**src/rtl/mfk_pkg.sv**
```systemverilog
// ----------------------------------------------------------------------------
// mfk_pkg: shared types and constants of the multi-face link keepalive
// Item and result layouts, event and mode codes, register indexes, reset
// values and the command/status bundles between controller and datapath.
// ----------------------------------------------------------------------------
package mfk_pkg;

  // Default number of faces
  localparam int FACES_DEF = 6;

  // Faces covered by the busy mask; faces above it are never busy
  localparam int BUSY_W = 6;

  // Register reset values
  localparam logic [15:0] RX_EXPIRE_RST = 16'd200;
  localparam logic [15:0] TX_PROBE_RST  = 16'd150;
  localparam logic [15:0] LOCKOUT_RST   = 16'd2000;
  localparam logic [7:0]  USER_TYPE_RST = 8'd0;
  localparam logic [7:0]  SLEEP_VAL_RST = 8'd0;

  // Register indexes on the configuration port
  localparam logic [2:0] REG_RX_EXPIRE = 3'd0;
  localparam logic [2:0] REG_TX_PROBE  = 3'd1;
  localparam logic [2:0] REG_LOCKOUT   = 3'd2;
  localparam logic [2:0] REG_USER_TYPE = 3'd3;
  localparam logic [2:0] REG_SLEEP_VAL = 3'd4;

  // Transmit header bytes
  localparam logic [7:0] HDR_NORMAL   = 8'h80;
  localparam logic [7:0] HDR_POSTPONE = 8'hC0;
  localparam logic [1:0] LEN_SHORT    = 2'd1;
  localparam logic [1:0] LEN_LONG     = 2'd2;

  typedef enum logic [1:0] {
    MODE_RX    = 2'd0,
    MODE_SEND  = 2'd1,
    MODE_SET   = 2'd2,
    MODE_QUERY = 2'd3
  } mode_t;

  typedef enum logic [2:0] {
    EV_TX          = 3'd0,
    EV_POSTPONE    = 3'd1,
    EV_WARM_SLEEP  = 3'd2,
    EV_RESET_TIMER = 3'd3,
    EV_STATUS      = 3'd4
  } ev_t;

  typedef enum logic [2:0] {
    ST_IDLE,
    ST_EXEC,
    ST_EVT,
    ST_SEND,
    ST_STAT
  } state_t;

  typedef struct packed {
    mode_t       mode;
    logic [2:0]  face;
    logic [31:0] now_ms;
    logic [31:0] real_ms;
    logic [7:0]  packet_type;
    logic [7:0]  packet_len;
    logic [7:0]  value_byte;
    logic [7:0]  header_byte;
    logic [5:0]  busy_mask;
    logic        all_faces;
  } item_t;

  typedef struct packed {
    ev_t        event_res;
    logic [2:0] event_face;
    logic [7:0] tx_value;
    logic [7:0] tx_header;
    logic [1:0] tx_len;
    logic [7:0] last_value;
    logic       expired;
    logic       alone;
    logic       changed;
    logic       last;
  } res_t;

  // Controller to datapath
  typedef struct packed {
    logic load;
    logic exec;
    logic cnt_clr;
    logic cnt_inc;
    logic emit_evt;
    logic emit_tx;
    logic send_upd;
    logic emit_stat;
  } cmd_t;

  // Datapath to controller
  typedef struct packed {
    mode_t mode;
    logic  ev_any;
    logic  slot_free;
    logic  due;
    logic  busy;
    logic  cnt_last;
  } sts_t;

endpackage

```
**src/rtl/mfk_in_if.sv**
```systemverilog
// ----------------------------------------------------------------------------
// mfk_in_if: request channel of the link keepalive
// Valid/ready handshake carrying one link request.
// ----------------------------------------------------------------------------
interface mfk_in_if;
  logic        valid;
  logic        ready;
  logic [1:0]  mode;
  logic [2:0]  face;
  logic [31:0] now_ms;
  logic [31:0] real_ms;
  logic [7:0]  packet_type;
  logic [7:0]  packet_len;
  logic [7:0]  value_byte;
  logic [7:0]  header_byte;
  logic [5:0]  busy_mask;
  logic        all_faces;

  modport source (
    output valid, mode, face, now_ms, real_ms, packet_type, packet_len,
           value_byte, header_byte, busy_mask, all_faces,
    input  ready
  );

  modport sink (
    input  valid, mode, face, now_ms, real_ms, packet_type, packet_len,
           value_byte, header_byte, busy_mask, all_faces,
    output ready
  );
endinterface

```
**src/rtl/mfk_out_if.sv**
```systemverilog
// ----------------------------------------------------------------------------
// mfk_out_if: result channel of the link keepalive
// Valid/ready handshake carrying one event or status result.
// ----------------------------------------------------------------------------
interface mfk_out_if;
  logic       valid;
  logic       ready;
  logic [2:0] event_res;
  logic [2:0] event_face;
  logic [7:0] tx_value;
  logic [7:0] tx_header;
  logic [1:0] tx_len;
  logic [7:0] last_value;
  logic       expired;
  logic       alone;
  logic       changed;
  logic       last;

  modport source (
    output valid, event_res, event_face, tx_value, tx_header, tx_len,
           last_value, expired, alone, changed, last,
    input  ready
  );

  modport sink (
    input  valid, event_res, event_face, tx_value, tx_header, tx_len,
           last_value, expired, alone, changed, last,
    output ready
  );
endinterface

```
**src/rtl/mfk_cfg_if.sv**
```systemverilog
// ----------------------------------------------------------------------------
// mfk_cfg_if: configuration write channel of the link keepalive
// Valid/ready handshake carrying a register index and write data.
// ----------------------------------------------------------------------------
interface mfk_cfg_if;
  logic        valid;
  logic        ready;
  logic [2:0]  index;
  logic [15:0] data;

  modport source (output valid, index, data, input ready);
  modport sink   (input valid, index, data, output ready);
endinterface

```
**src/rtl/multi_face_link_keepalive.sv**
```systemverilog
// Sequence: a request is accepted, applied, then closed by its status result;
// a receive request emits its events first, one per free result slot.
// A send pass walks the faces one per cycle; a due, idle face waits there
// for a free result slot. Only one request at a time; the next is taken
// when the controller is back in idle.
// Reset: rst_n (synchronous) restores register defaults and clears face state.
// ----------------------------------------------------------------------------
// multi_face_link_keepalive: per-face link keepalive manager
// Tracks neighbor expiry, probe times and the viral postpone request for
// each face, emitting transmit frames, link events and a status per request.
// ----------------------------------------------------------------------------
module multi_face_link_keepalive #(
  parameter int FACES = mfk_pkg::FACES_DEF
) (
  input  logic  clk,
  input  logic  rst_n,
  mfk_in_if.sink    in_ch,
  mfk_out_if.source out_ch,
  mfk_cfg_if.sink   cfg_ch
);
  import mfk_pkg::*;

  item_t item;
  cmd_t  cmd;
  sts_t  sts;
  res_t  res;
  logic  out_valid;

  // Pack the request
  always_comb begin
    item.mode        = mode_t'(in_ch.mode);
    item.face        = in_ch.face;
    item.now_ms      = in_ch.now_ms;
    item.real_ms     = in_ch.real_ms;
    item.packet_type = in_ch.packet_type;
    item.packet_len  = in_ch.packet_len;
    item.value_byte  = in_ch.value_byte;
    item.header_byte = in_ch.header_byte;
    item.busy_mask   = in_ch.busy_mask;
    item.all_faces   = in_ch.all_faces;
  end

  assign cfg_ch.ready = 1'b1;

  mfk_ctrl u_ctrl (
    .clk      (clk),
    .rst_n    (rst_n),
    .in_valid (in_ch.valid),
    .in_ready (in_ch.ready),
    .sts      (sts),
    .cmd      (cmd)
  );

  mfk_dp #(.FACES(FACES)) u_dp (
    .clk       (clk),
    .rst_n     (rst_n),
    .item_in   (item),
    .cfg_we    (cfg_ch.valid),
    .cfg_idx   (cfg_ch.index),
    .cfg_data  (cfg_ch.data),
    .cmd       (cmd),
    .sts       (sts),
    .out_ready (out_ch.ready),
    .out_valid (out_valid),
    .res       (res)
  );

  // Drive the result channel
  assign out_ch.valid      = out_valid;
  assign out_ch.event_res  = res.event_res;
  assign out_ch.event_face = res.event_face;
  assign out_ch.tx_value   = res.tx_value;
  assign out_ch.tx_header  = res.tx_header;
  assign out_ch.tx_len     = res.tx_len;
  assign out_ch.last_value = res.last_value;
  assign out_ch.expired    = res.expired;
  assign out_ch.alone      = res.alone;
  assign out_ch.changed    = res.changed;
  assign out_ch.last       = res.last;

  // One request in flight: no second acceptance right after the first
  a_one_inflight: assert property (@(posedge clk) disable iff (!rst_n)
    (in_ch.valid && in_ch.ready) |=> !in_ch.ready)
    else $error("request accepted while another is in flight");

  // The final result is always a status
  a_last_status: assert property (@(posedge clk) disable iff (!rst_n)
    (out_ch.valid && out_ch.last) |-> (out_ch.event_res == EV_STATUS))
    else $error("final result is not a status");

  // A long frame always carries the postpone header
  a_tx_frame: assert property (@(posedge clk) disable iff (!rst_n)
    (out_ch.valid && out_ch.event_res == EV_TX) |->
      ((out_ch.tx_len == LEN_LONG) == (out_ch.tx_header == HDR_POSTPONE)))
    else $error("transmit length and header disagree");

  // Only transmit frames carry a length other than one
  a_tx_len: assert property (@(posedge clk) disable iff (!rst_n)
    (out_ch.valid && out_ch.event_res != EV_TX) |-> (out_ch.tx_len == LEN_SHORT))
    else $error("non-transmit result with frame length");

endmodule

```
**src/rtl/mfk_dp.sv**
```systemverilog
// ----------------------------------------------------------------------------
// mfk_dp: link keepalive datapath
// Holds the registers, per-face state, the face counter of the send pass
// and the result register; acts on commands from the controller.
// ----------------------------------------------------------------------------
module mfk_dp #(
  parameter int FACES = mfk_pkg::FACES_DEF
) (
  input  logic           clk,
  input  logic           rst_n,
  input  mfk_pkg::item_t item_in,
  input  logic           cfg_we,
  input  logic [2:0]     cfg_idx,
  input  logic [15:0]    cfg_data,
  input  mfk_pkg::cmd_t  cmd,
  output mfk_pkg::sts_t  sts,
  input  logic           out_ready,
  output logic           out_valid,
  output mfk_pkg::res_t  res
);
  import mfk_pkg::*;

  localparam int FW = (FACES > 1) ? $clog2(FACES) : 1;

  // Latched request
  item_t item_r;

  // Registers
  logic [15:0] rx_expire_r, tx_probe_r, lockout_r;
  logic [7:0]  user_type_r, sleep_val_r;

  // Per-face state
  logic [7:0]       rv_r   [FACES];
  logic [31:0]      exp_r  [FACES];
  logic [7:0]       og_r   [FACES];
  logic [31:0]      dl_r   [FACES];
  logic [7:0]       pq_r   [FACES];
  logic [FACES-1:0] pp_r;
  logic [31:0]      lock_end_r;

  // Request progress
  logic [2:0]    ev_pend_r;
  logic          chg_r;
  logic [FW-1:0] cnt_r;

  // Result register
  logic out_valid_r, out_valid_nxt;
  res_t res_r, res_nxt;

  logic          face_ok;
  logic [FW-1:0] fi;
  logic          type_hit, hdr_ok, rx_hit, pp_hdr, lock_out;
  logic          ev3, ev1, ev2;
  logic          q_chg;
  logic [FACES-1:0] busy_ext, exp_f;
  logic          slot_free;

  // Decode the latched request
  assign face_ok  = ({1'b0, item_r.face} < 4'(FACES));
  assign fi       = item_r.face[FW-1:0];
  assign type_hit = (item_r.packet_type == user_type_r);
  assign hdr_ok   = ((item_r.packet_len - 8'd1) > 8'd1);
  assign rx_hit   = face_ok && type_hit && hdr_ok;
  assign pp_hdr   = item_r.header_byte[7] && item_r.header_byte[6];
  assign lock_out = (item_r.now_ms >= lock_end_r);
  assign ev3      = rx_hit && pp_hdr && lock_out;
  assign ev1      = rx_hit && pp_hdr;
  assign ev2      = rx_hit && !item_r.header_byte[7] &&
                    (item_r.value_byte == sleep_val_r) &&
                    (item_r.header_byte == sleep_val_r);
  assign q_chg    = face_ok && (rv_r[fi] != pq_r[fi]);

  // Busy bits and expiry flags per face
  for (genvar g = 0; g < FACES; g++) begin : g_face
    if (g < BUSY_W) begin : g_busy
      assign busy_ext[g] = item_r.busy_mask[g];
    end else begin : g_free
      assign busy_ext[g] = 1'b0;
    end
    assign exp_f[g] = (exp_r[g] < item_r.now_ms);
  end

  assign slot_free = !out_valid_r || out_ready;

  // Status to the controller
  always_comb begin
    sts.mode      = item_r.mode;
    sts.ev_any    = |ev_pend_r;
    sts.slot_free = slot_free;
    sts.due       = (dl_r[cnt_r] <= item_r.now_ms);
    sts.busy      = busy_ext[cnt_r];
    sts.cnt_last  = (cnt_r == FW'(FACES - 1));
  end

  // Hold the accepted request
  always_ff @(posedge clk) begin
    if (cmd.load) begin
      item_r <= item_in;
    end
  end

  // Register writes
  always_ff @(posedge clk) begin
    if (!rst_n) begin
      rx_expire_r <= RX_EXPIRE_RST;
      tx_probe_r  <= TX_PROBE_RST;
      lockout_r   <= LOCKOUT_RST;
      user_type_r <= USER_TYPE_RST;
      sleep_val_r <= SLEEP_VAL_RST;
    end else if (cfg_we) begin
      unique case (cfg_idx)
        REG_RX_EXPIRE: rx_expire_r <= cfg_data;
        REG_TX_PROBE:  tx_probe_r  <= cfg_data;
        REG_LOCKOUT:   lockout_r   <= cfg_data;
        REG_USER_TYPE: user_type_r <= cfg_data[7:0];
        REG_SLEEP_VAL: sleep_val_r <= cfg_data[7:0];
        default: ;
      endcase
    end
  end

  // Per-face state updates
  always_ff @(posedge clk) begin
    if (!rst_n) begin
      for (int f = 0; f < FACES; f++) begin
        rv_r[f]  <= '0;
        exp_r[f] <= '0;
        og_r[f]  <= '0;
        dl_r[f]  <= '0;
        pq_r[f]  <= '0;
      end
      pp_r       <= '0;
      lock_end_r <= '0;
    end else begin
      if (cmd.exec) begin
        case (item_r.mode)
          MODE_RX: begin
            if (face_ok) begin
              exp_r[fi] <= item_r.now_ms + {16'b0, rx_expire_r};
              if (type_hit) begin
                dl_r[fi] <= '0;
                rv_r[fi] <= item_r.value_byte;
              end
              // Arm the lockout and flag every face
              if (ev3) begin
                lock_end_r <= item_r.now_ms + {16'b0, lockout_r};
                pp_r       <= '1;
              end
            end
          end
          MODE_SET: begin
            if (item_r.all_faces) begin
              for (int f = 0; f < FACES; f++) og_r[f] <= item_r.value_byte;
            end else if (face_ok) begin
              og_r[fi] <= item_r.value_byte;
            end
          end
          MODE_QUERY: begin
            if (q_chg) begin
              pq_r[fi] <= rv_r[fi];
            end
          end
          default: ;
        endcase
      end
      // Re-arm the probe time of a due face
      if (cmd.send_upd) begin
        dl_r[cnt_r] <= item_r.real_ms + {16'b0, tx_probe_r};
      end
      if (cmd.emit_tx) begin
        pp_r[cnt_r] <= 1'b0;
      end
    end
  end

  // Pending events, changed flag and face counter
  always_ff @(posedge clk) begin
    if (!rst_n) begin
      ev_pend_r <= '0;
      chg_r     <= 1'b0;
      cnt_r     <= '0;
    end else begin
      if (cmd.exec) begin
        ev_pend_r <= (item_r.mode == MODE_RX) ? {ev2, ev1, ev3} : 3'b000;
        chg_r     <= (item_r.mode == MODE_QUERY) && q_chg;
      end else if (cmd.emit_evt) begin
        // drop the lowest pending event
        ev_pend_r <= ev_pend_r & (ev_pend_r - 3'd1);
      end
      if (cmd.cnt_clr) begin
        cnt_r <= '0;
      end else if (cmd.cnt_inc) begin
        cnt_r <= cnt_r + FW'(1);
      end
    end
  end

  // Build the next result
  always_comb begin
    res_nxt       = res_r;
    out_valid_nxt = out_valid_r && !out_ready;
    if (cmd.emit_evt || cmd.emit_tx || cmd.emit_stat) begin
      out_valid_nxt      = 1'b1;
      res_nxt.event_res  = EV_STATUS;
      res_nxt.event_face = item_r.face;
      res_nxt.tx_value   = '0;
      res_nxt.tx_header  = '0;
      res_nxt.tx_len     = LEN_SHORT;
      res_nxt.last_value = '0;
      res_nxt.expired    = 1'b0;
      res_nxt.alone      = 1'b0;
      res_nxt.changed    = 1'b0;
      res_nxt.last       = 1'b0;
      if (cmd.emit_evt) begin
        if (ev_pend_r[0]) begin
          res_nxt.event_res = EV_RESET_TIMER;
        end else if (ev_pend_r[1]) begin
          res_nxt.event_res = EV_POSTPONE;
        end else begin
          res_nxt.event_res = EV_WARM_SLEEP;
        end
      end else if (cmd.emit_tx) begin
        res_nxt.event_res  = EV_TX;
        res_nxt.event_face = 3'(cnt_r);
        res_nxt.tx_value   = og_r[cnt_r];
        res_nxt.tx_header  = pp_r[cnt_r] ? HDR_POSTPONE : HDR_NORMAL;
        res_nxt.tx_len     = pp_r[cnt_r] ? LEN_LONG : LEN_SHORT;
      end else begin
        res_nxt.last_value = face_ok ? rv_r[fi] : 8'd0;
        res_nxt.expired    = face_ok ? exp_f[fi] : 1'b1;
        res_nxt.alone      = &exp_f;
        res_nxt.changed    = chg_r;
        res_nxt.last       = 1'b1;
      end
    end
  end

  always_ff @(posedge clk) begin
    if (!rst_n) begin
      out_valid_r <= 1'b0;
    end else begin
      out_valid_r <= out_valid_nxt;
    end
  end

  always_ff @(posedge clk) begin
    res_r <= res_nxt;
  end

  assign out_valid = out_valid_r;
  assign res       = res_r;

endmodule

```
**src/rtl/mfk_ctrl.sv**
```systemverilog
// ----------------------------------------------------------------------------
// mfk_ctrl: link keepalive controller
// Sequences one request: accept, apply, emit events or walk the send pass,
// then emit the closing status.
// ----------------------------------------------------------------------------
module mfk_ctrl (
  input  logic          clk,
  input  logic          rst_n,
  input  logic          in_valid,
  output logic          in_ready,
  input  mfk_pkg::sts_t sts,
  output mfk_pkg::cmd_t cmd
);
  import mfk_pkg::*;

  state_t state_r, state_nxt;

  // State register
  always_ff @(posedge clk) begin
    if (!rst_n) begin
      state_r <= ST_IDLE;
    end else begin
      state_r <= state_nxt;
    end
  end

  // Next state and commands
  always_comb begin
    state_nxt = state_r;
    cmd       = '0;
    in_ready  = 1'b0;
    unique case (state_r)
      ST_IDLE: begin
        in_ready = 1'b1;
        if (in_valid) begin
          cmd.load  = 1'b1;
          state_nxt = ST_EXEC;
        end
      end
      ST_EXEC: begin
        cmd.exec    = 1'b1;
        cmd.cnt_clr = 1'b1;
        unique case (sts.mode) inside
          MODE_RX:              state_nxt = ST_EVT;
          MODE_SEND:            state_nxt = ST_SEND;
          MODE_SET, MODE_QUERY: state_nxt = ST_STAT;
          default:              state_nxt = ST_STAT;
        endcase
      end
      ST_EVT: begin
        // drain pending events one per slot
        if (!sts.ev_any) begin
          state_nxt = ST_STAT;
        end else if (sts.slot_free) begin
          cmd.emit_evt = 1'b1;
        end
      end
      ST_SEND: begin
        // a due, idle face waits for a free slot; others advance at once
        if (sts.due && !sts.busy) begin
          if (sts.slot_free) begin
            cmd.emit_tx  = 1'b1;
            cmd.send_upd = 1'b1;
            if (sts.cnt_last) state_nxt = ST_STAT;
            else              cmd.cnt_inc = 1'b1;
          end
        end else begin
          cmd.send_upd = sts.due;
          if (sts.cnt_last) state_nxt = ST_STAT;
          else              cmd.cnt_inc = 1'b1;
        end
      end
      ST_STAT: begin
        if (sts.slot_free) begin
          cmd.emit_stat = 1'b1;
          state_nxt     = ST_IDLE;
        end
      end
      default: state_nxt = ST_IDLE;
    endcase
  end

endmodule

```
**src/flat_wrapper.sv**
```systemverilog
// flat-port wrapper written by rule: the top's interface ports become plain ports
module multi_face_link_keepalive_flat import mfk_pkg::*;
#(
  parameter int FACES = mfk_pkg::FACES_DEF
)
  (clk, rst_n, in_ch_valid, in_ch_mode, in_ch_face, in_ch_now_ms, in_ch_real_ms, in_ch_packet_type, in_ch_packet_len, in_ch_value_byte, in_ch_header_byte, in_ch_busy_mask, in_ch_all_faces, in_ch_ready, out_ch_valid, out_ch_event_res, out_ch_event_face, out_ch_tx_value, out_ch_tx_header, out_ch_tx_len, out_ch_last_value, out_ch_expired, out_ch_alone, out_ch_changed, out_ch_last, out_ch_ready, cfg_ch_valid, cfg_ch_index, cfg_ch_data, cfg_ch_ready);
  mfk_in_if in_ch_i ();
  mfk_out_if out_ch_i ();
  mfk_cfg_if cfg_ch_i ();
  input  logic clk;
  input  logic rst_n;
  input wire logic [$bits(in_ch_i.valid)-1:0] in_ch_valid;
  input wire logic [$bits(in_ch_i.mode)-1:0] in_ch_mode;
  input wire logic [$bits(in_ch_i.face)-1:0] in_ch_face;
  input wire logic [$bits(in_ch_i.now_ms)-1:0] in_ch_now_ms;
  input wire logic [$bits(in_ch_i.real_ms)-1:0] in_ch_real_ms;
  input wire logic [$bits(in_ch_i.packet_type)-1:0] in_ch_packet_type;
  input wire logic [$bits(in_ch_i.packet_len)-1:0] in_ch_packet_len;
  input wire logic [$bits(in_ch_i.value_byte)-1:0] in_ch_value_byte;
  input wire logic [$bits(in_ch_i.header_byte)-1:0] in_ch_header_byte;
  input wire logic [$bits(in_ch_i.busy_mask)-1:0] in_ch_busy_mask;
  input wire logic [$bits(in_ch_i.all_faces)-1:0] in_ch_all_faces;
  output wire logic [$bits(in_ch_i.ready)-1:0] in_ch_ready;
  output wire logic [$bits(out_ch_i.valid)-1:0] out_ch_valid;
  output wire logic [$bits(out_ch_i.event_res)-1:0] out_ch_event_res;
  output wire logic [$bits(out_ch_i.event_face)-1:0] out_ch_event_face;
  output wire logic [$bits(out_ch_i.tx_value)-1:0] out_ch_tx_value;
  output wire logic [$bits(out_ch_i.tx_header)-1:0] out_ch_tx_header;
  output wire logic [$bits(out_ch_i.tx_len)-1:0] out_ch_tx_len;
  output wire logic [$bits(out_ch_i.last_value)-1:0] out_ch_last_value;
  output wire logic [$bits(out_ch_i.expired)-1:0] out_ch_expired;
  output wire logic [$bits(out_ch_i.alone)-1:0] out_ch_alone;
  output wire logic [$bits(out_ch_i.changed)-1:0] out_ch_changed;
  output wire logic [$bits(out_ch_i.last)-1:0] out_ch_last;
  input wire logic [$bits(out_ch_i.ready)-1:0] out_ch_ready;
  input wire logic [$bits(cfg_ch_i.valid)-1:0] cfg_ch_valid;
  input wire logic [$bits(cfg_ch_i.index)-1:0] cfg_ch_index;
  input wire logic [$bits(cfg_ch_i.data)-1:0] cfg_ch_data;
  output wire logic [$bits(cfg_ch_i.ready)-1:0] cfg_ch_ready;
  assign in_ch_i.valid = in_ch_valid;
  assign in_ch_i.mode = in_ch_mode;
  assign in_ch_i.face = in_ch_face;
  assign in_ch_i.now_ms = in_ch_now_ms;
  assign in_ch_i.real_ms = in_ch_real_ms;
  assign in_ch_i.packet_type = in_ch_packet_type;
  assign in_ch_i.packet_len = in_ch_packet_len;
  assign in_ch_i.value_byte = in_ch_value_byte;
  assign in_ch_i.header_byte = in_ch_header_byte;
  assign in_ch_i.busy_mask = in_ch_busy_mask;
  assign in_ch_i.all_faces = in_ch_all_faces;
  assign in_ch_ready = in_ch_i.ready;
  assign out_ch_valid = out_ch_i.valid;
  assign out_ch_event_res = out_ch_i.event_res;
  assign out_ch_event_face = out_ch_i.event_face;
  assign out_ch_tx_value = out_ch_i.tx_value;
  assign out_ch_tx_header = out_ch_i.tx_header;
  assign out_ch_tx_len = out_ch_i.tx_len;
  assign out_ch_last_value = out_ch_i.last_value;
  assign out_ch_expired = out_ch_i.expired;
  assign out_ch_alone = out_ch_i.alone;
  assign out_ch_changed = out_ch_i.changed;
  assign out_ch_last = out_ch_i.last;
  assign out_ch_i.ready = out_ch_ready;
  assign cfg_ch_i.valid = cfg_ch_valid;
  assign cfg_ch_i.index = cfg_ch_index;
  assign cfg_ch_i.data = cfg_ch_data;
  assign cfg_ch_ready = cfg_ch_i.ready;
  multi_face_link_keepalive #(.FACES(FACES)) u_core (.clk(clk), .rst_n(rst_n), .in_ch(in_ch_i), .out_ch(out_ch_i), .cfg_ch(cfg_ch_i));
endmodule
```
**config.mk**
```make
export PLATFORM = sky130hd
export DESIGN_NAME = multi_face_link_keepalive_flat
export DESIGN_NICKNAME = d
export VERILOG_FILES = /design/src/rtl/mfk_pkg.sv /design/src/rtl/mfk_in_if.sv /design/src/rtl/mfk_out_if.sv /design/src/rtl/mfk_cfg_if.sv /design/src/rtl/multi_face_link_keepalive.sv /design/src/rtl/mfk_dp.sv /design/src/rtl/mfk_ctrl.sv /design/src/flat_wrapper.sv
export SDC_FILE = /design/constraint.sdc
export NUM_CORES = 2
export LEC_CHECK = 0
export BUFFER_PORTS_ARGS = -buffer_cell sky130_fd_sc_hd__clkbuf_2
export CORE_ASPECT_RATIO = 1.1
export CORE_UTILIZATION = 55
export CTS_BUF_LIST = sky130_fd_sc_hd__clkbuf_8
export DETAILED_ROUTE_END_ITERATION = 16
export GPL_TIMING_DRIVEN = 0
export PLACE_DENSITY_LB_ADDON = 0.12
export SYNTH_ARGS = -nofsm -noshare
export SYNTH_HDL_FRONTEND = slang
export SYNTH_SLANG_ARGS = --single-unit
```
**constraint.sdc**
```tcl
create_clock -name clk -period 7.7 [get_ports clk]
set_input_delay 0.385 -clock clk [delete_from_list [all_inputs] [get_ports clk]]
set_output_delay 0.385 -clock clk [all_outputs]
set_load 0.005 [all_outputs]
```
**Word level (Yosys, flattened, before mapping)**

Memories as Yosys holds them, arrays and structs flattened. A register that Yosys moved wholly into a read port is not among the register bits.
Cells that the tools add are included.

- Memory bits (read-only): 0
- Word-level logic and storage cells: 243
- RAM bits: 528
- Bits in latches: 0
- Bits of input ports: 132
- Memories: 5
- Register bits: 257
- Output and inout port bits: 39

Memories:

| name | depth | bits a word | rd ports | clocked after Yosys merged registers in | write ports | line | text |
|---|---|---|---|---|---|---|---|
| u_core.u_dp.dl_r | 6 | 32 | 1 | 1 | 6 | mfk_dp.sv:36 | `logic [31:0] dl_r [FACES];` |
| u_core.u_dp.exp_r | 6 | 32 | 6 | 0 | 6 | mfk_dp.sv:34 | `logic [31:0] exp_r [FACES];` |
| u_core.u_dp.og_r | 6 | 8 | 1 | 1 | 6 | mfk_dp.sv:35 | `logic [7:0] og_r [FACES];` |
| u_core.u_dp.pq_r | 6 | 8 | 1 | 1 | 6 | mfk_dp.sv:37 | `logic [7:0] pq_r [FACES];` |
| u_core.u_dp.rv_r | 6 | 8 | 1 | 1 | 6 | mfk_dp.sv:33 | `logic [7:0] rv_r [FACES];` |

- $lt $le $gt $ge: 13
- Div/mod/pow operators: 0
- $add $sub $neg: 6
- Multipliers: 0
- Bitwise logic cells: 12
- Shift operators: 0
- Equal/unequal tests: 20
- Multiplexer cells: 112
- Reduce and logical (&&, ||, !) cells: 43

Operators by type and width:

| kind | count |
|---|---|
| 32-bit less-than comparator | 6 |
| 32-bit by 16-bit adder with 32-bit output | 3 |
| 32-bit 2-to-1 mux | 3 |
| 32-bit OR reduction | 3 |
| 8-bit 2-to-1 mux | 10 |
| 3-bit 2-to-1 mux | 22 |
| 1-bit 2-to-1 mux | 55 |
| 6-bit 2-to-1 mux | 6 |
| 33-bit 2-to-1 mux | 1 |
| 32-bit >= comparator | 1 |
| 32-bit <= comparator | 1 |
| 8-bit equality test | 3 |
| 24-bit 2-to-1 mux | 1 |
| 8-bit OR reduction | 3 |
| 3-bit case mux with 5 select lines | 1 |
| 1-bit logical AND | 13 |
| 3-bit by 2-bit equality test with 1-bit output, second input constant | 4 |
| 12-bit 2-to-1 mux | 1 |
| 2-bit 2-to-1 mux | 6 |
| 2-bit AND reduction | 5 |
| 1-bit binary-select mux with 3-bit select | 3 |
| 3-bit equality test, second input constant | 3 |
| 8-bit by 1-bit > comparator with 1-bit output, second input constant | 1 |
| 3-bit by 4-bit less-than comparator with 1-bit output, second input constant | 2 |
| 28 further kinds | 49 |

**Depth between registers and ports, before layout**

- Depth in word-level cells: 12
- Depth in mapped cells: 16
- Gate-level depth less buffers: 11

**Modules after synthesis**

Synthesis repeated with hierarchy kept, for this count alone.

- Cell total of the unflattened synthesis: 3,509
- Area total of the unflattened synthesis: 43,625.6 um^2

By module, submodules not included:

| module | sequential area each (um^2) | area an instance (um^2) | cells an instance | times used |
|---|---|---|---|---|
| mfk_dp | 25,624.6 | 43,284.0 | 3,462 | 1 |
| mfk_ctrl | 60.1 | 330.3 | 45 | 1 |
| multi_face_link_keepalive | 0.0 | 11.3 | 2 | 1 |

**Least setup slack after synthesis**

OpenSTA, ideal clock, no wires.

- Path type: register to register
- Start: register with a tool-made name
- End: memory u_core.u_dp.dl_r[7][0] (enable)
- Path buffers: 4
- Period minus slack after synthesis: 5,766 ps
- Setup time: 441 ps
- Arrival: 5,325 ps
- Data required time: 7,259 ps
- Stages on the path, launching flop included: 15
- Path slack: 1,934 ps
- Path through: dfxtp_1 > clkbuf_1 > buf_1 > mux4_2 > mux2_2 > ha_1 > nand4_1 > nor4_1 > nand4_1 > nor2_1 > a21o_1 > buf_2 > buf_1 > nand2_1 > a31oi_1

RTL lines:

| element | line |
|---|---|
| to (decl) | mfk_dp.sv:36 |

==> impl_results.md <==
* Tcrit/Tclk final at 92.3%
* Die height at 296 um
* Global-route wire length before repair at 169000 um
* Placed Area at 0.0460 mm2
* Yosys top cell area share at 53.7%
* Post-Synthesis Cells at 3455
* Tot Pwr at 12.9 mW
* Max-slew violation count at 0
* P&R area growth vs syn at 15.7%
* Hold Path Class: input pin to flop
* Worst skew pair latency at 820 ps
* Crit path max fanout at 21
* IO buf count at 162
* Required @ worst endpoint at 8260 ps
* Detail Placement HPWL at 82700 um
* Synth warn at 0
* Design area at 0.0502 mm2
* Iteration-0 DRC Markers at 2285
* H-tree depth at 4
* Per-cell routed wire length at 22.2 um
* Setup bufs post-CTS at 0
* # DRC at 0
* Syn Std Cell Area at 0.0434 mm2
* Core Region at 0.0778 mm2
* CTS sink count at 895
* Proportion of layout cells with a drive suffix above 1 at 14.9%
* Syn_area_per_cell at 12.5 um2
* FP Rows at 107
* Vias at 29700
* Pin count of the biggest net entering global routing at 52
* Clock Skew at 29.4 ps
* Cell Pwr Density at 258 mW/mm2
* GR Util All Layers at 28.5%
* Synth top area cells: edfxtp_1 54%, ha_1 8.7%, mux4_2 5.9%
* CTS tree: done
* Initial antenna violation count at 1
* Worst VDD drop at 0.185 mV
* Seq/Total Area, Yosys at 59.2%
* CP Capture Type: flop
* Fin crit period at 7110 ps
* # placed instances at 4720
* Final ANT Viol Nets at 0
* Post-synth ARST share at 0%
* Vias in the first global route at 29300
* DR vias/cell at 5.79
* # nets final at 4399
* Initial Util at 55.7%
* Setup TNS Final at 0 ps
* RSZ-0062 raised after global routing: no
* Largest area contributor in the netlist: edfxtp_1
* Grt ovf at 0
* DIE WIDTH at 270 um
* Setup Viol. Count Final at 0
* Synthesis-stage register bit count at 895
* Slew margin rel. at 6.75%
* Post-synth EDFFs at 776
* Placer Congestion at 0.934
* Number of top-level pins at 171
* Worst slew pin tran at 1390 ps
* Final Hold Vio Count at 0
* Fmax at 141 MHz
* Drt pass-1 iters at 8
* Clock Tree Buf Depth at 3
* Crit Path Class: flop to flop
* Leak at 19.2 nW
* Die ar. at 0.0800 mm2
* Finished Core Util at 64.5%
* Clock-pin slew of the registers on the worst-case setup and hold paths at 60 ps
* Clock Root Buffer: clkbuf_8
* Cell variety after synth at 92
* Status: completed
* Num CTS Buffers at 150
* Top_reg_cell synth: edfxtp_1
* WP data arrival at 7660 ps
* Max Cap Viol at 0
* Layout Cells excl Fill at 5126
* DRT Wirelength at 114000 um
* Crit start category: flop
## sequential cells by signal (all words and copies together) (netlist names), 16 cells and up, named ones only
signal and cells:
u_core.u_dp.rx_expire_r 16, u_core.u_dp.res 28, u_core.u_dp.pq_r 64, u_core.u_dp.dl_r 256, u_core.u_dp.item_r 97, u_core.u_dp.lockout_r 16, u_core.u_dp.exp_r 192, u_core.u_dp.tx_probe_r 16
u_core.u_dp.rv_r 64, u_core.u_dp.lock_end_r 32, u_core.u_dp.og_r 64
## placed cells by master (no fill, tap or decap), types with 12 or more instances in the layout
cell type and instances:
o21ai_0 113, o211ai_1 19, nor3_1 85, a31oi_1 18, clkbuf_8 161, conb_1 55, clkinv_1 41, and2_1 61
clkbuf_2 163, buf_2 22, o22ai_1 12, a211oi_1 35, clkinv_2 14, a21oi_1 168, buf_4 16, ha_1 300
clkbuf_1 72, dfxtp_1 119, dlygate4sd3_1 126, nor4_1 13, a21o_1 27, mux2i_1 34, xnor2_1 72, o21a_1 12
nand3_1 73, buf_1 22, mux4_2 113, nand2_1 257, nor2b_1 20, mux2_2 34, xor2_1 32, nand4_1 51
edfxtp_1 776, nor2_1 558, inv_1 174, nand2b_1 22, and3_1 19
## layer usage
| layer | part of all wire (%) | wire length (um) | vias to the layer above | global-route usage (%) |
|---|---|---|---|---|
| met2 | 50 | 56200 | 1071 | 48.5 |
| met5 | 0 | 0 | - | 0 |
| met1 | 40 | 46000 | 14500 | 36.1 |
| met3 | 5.9 | 6710 | 253 | 4.42 |
| met4 | 4.1 | 4670 | 0 | 13.3 |
| li1 | - | - | 13800 | - |
## kinds of logic (layout without fill, tap and decap cells)
kind of cell | after synthesis | count (layout) | synth area share [%]
xor gates and xnor gates | 105 | 105 | 2.14
AOI/OAI and AO/OA | 491 | 491 | 7.09
buffers and inverters | 264 | 845 | 2.56
adders and majority gates | 303 | 303 | 8.80
muxes | 183 | 183 | 7.64
and+or+nand+nor | 1212 | 1212 | 12.5
other | 2 | 57 | 0.0173
DFF | 895 | 895 | 59.2
## critical path, cell delays in order, from the launching register on
cell	delay (ps)
dfxtp_1	300
clkbuf_1	420
buf_1	790
mux4_2	610
mux2_2	330
ha_1	310
nand4_1	170
nor4_2	720
o21ai_0	320
a31o_2	320
a21oi_2	770
o21ai_1	380
nand2b_1	160
buf_2	260
buf_2	300
nand2_2	310
buf_12	360
## cells in the mapped netlist (5+ instances only)
cell / n
a2111oi_0: 10
a211oi_1: 35
a21o_1: 27
a21oi_1: 169
a31oi_1: 19
and2_1: 61
and3_1: 20
buf_1: 22
buf_2: 20
buf_4: 15
buf_6: 5
clkbuf_1: 73
dfxtp_1: 119
edfxtp_1: 776
ha_1: 300
inv_1: 128
mux2_2: 34
mux2i_1: 34
mux4_2: 113
nand2_1: 263
nand2b_1: 22
nand3_1: 73
nand4_1: 51
nor2_1: 558
nor2b_1: 20
nor3_1: 85
nor4_1: 14
o211ai_1: 19
o21a_1: 12
o21ai_0: 118
o21ai_1: 5
o21bai_1: 5
o22ai_1: 12
o31ai_1: 7
or2_2: 9
or3_1: 5
xnor2_1: 72
xor2_1: 32
## through the flow
stage / hold WS (ps) / setup WS [ps]
CTS: 51.7 / 175
finish: 136 / 593
floorplan: 430 / 1930
global route: 108 / 297
global placement: 439 / -1420
detailed placement: 445 / 219
## power breakdown
group | internal (mW) | leakage, nW | switching, mW
Sequential | 5.71 | 8.75 | 0.284
Clock | 2.14 | 1.62 | 1.94
Combinational | 1.08 | 8.78 | 1.79
Total | 8.92 | 19.2 | 4.01
## final cells by class
cell class / count / area (um2)
Inverter: 129 / 484
Sequential cell: 895 / 25700
Fill cell: 6026 / 27600
Tap cell: 1035 / 1290
Clock inverter: 116 / 662
Clock buffer: 161 / 2220
Antenna cell: 2 / 5.00
Timing Repair Buffer: 304 / 2350
Multi-Input combinational cell: 2349 / 16800
Buffer: 135 / 629
## repair_timing
item / 4_1_cts / 5_1_grt
endpoints found under the hold margin: 172 / 0
resized for setup: 0 / 1
endpoints found under the setup margin: 0 / 21
hold buffers: 126 / 0
## final timing paths
kind	startpoint	to	slack [ps]	depth (start not counted)
max	flop	u_core.u_dp.dl_r[3][25]	590	16
min	cfg_ch_index[1]	u_core.u_dp.tx_probe_r[15]	140	4
max reg2reg	flop	u_core.u_dp.dl_r[3][25]	590	16
min reg2reg	u_core.u_dp.lock_end_r[6]	u_core.u_dp.lock_end_r[6]	450	2
Note: power is estimated with default switching activity, not from simulation.
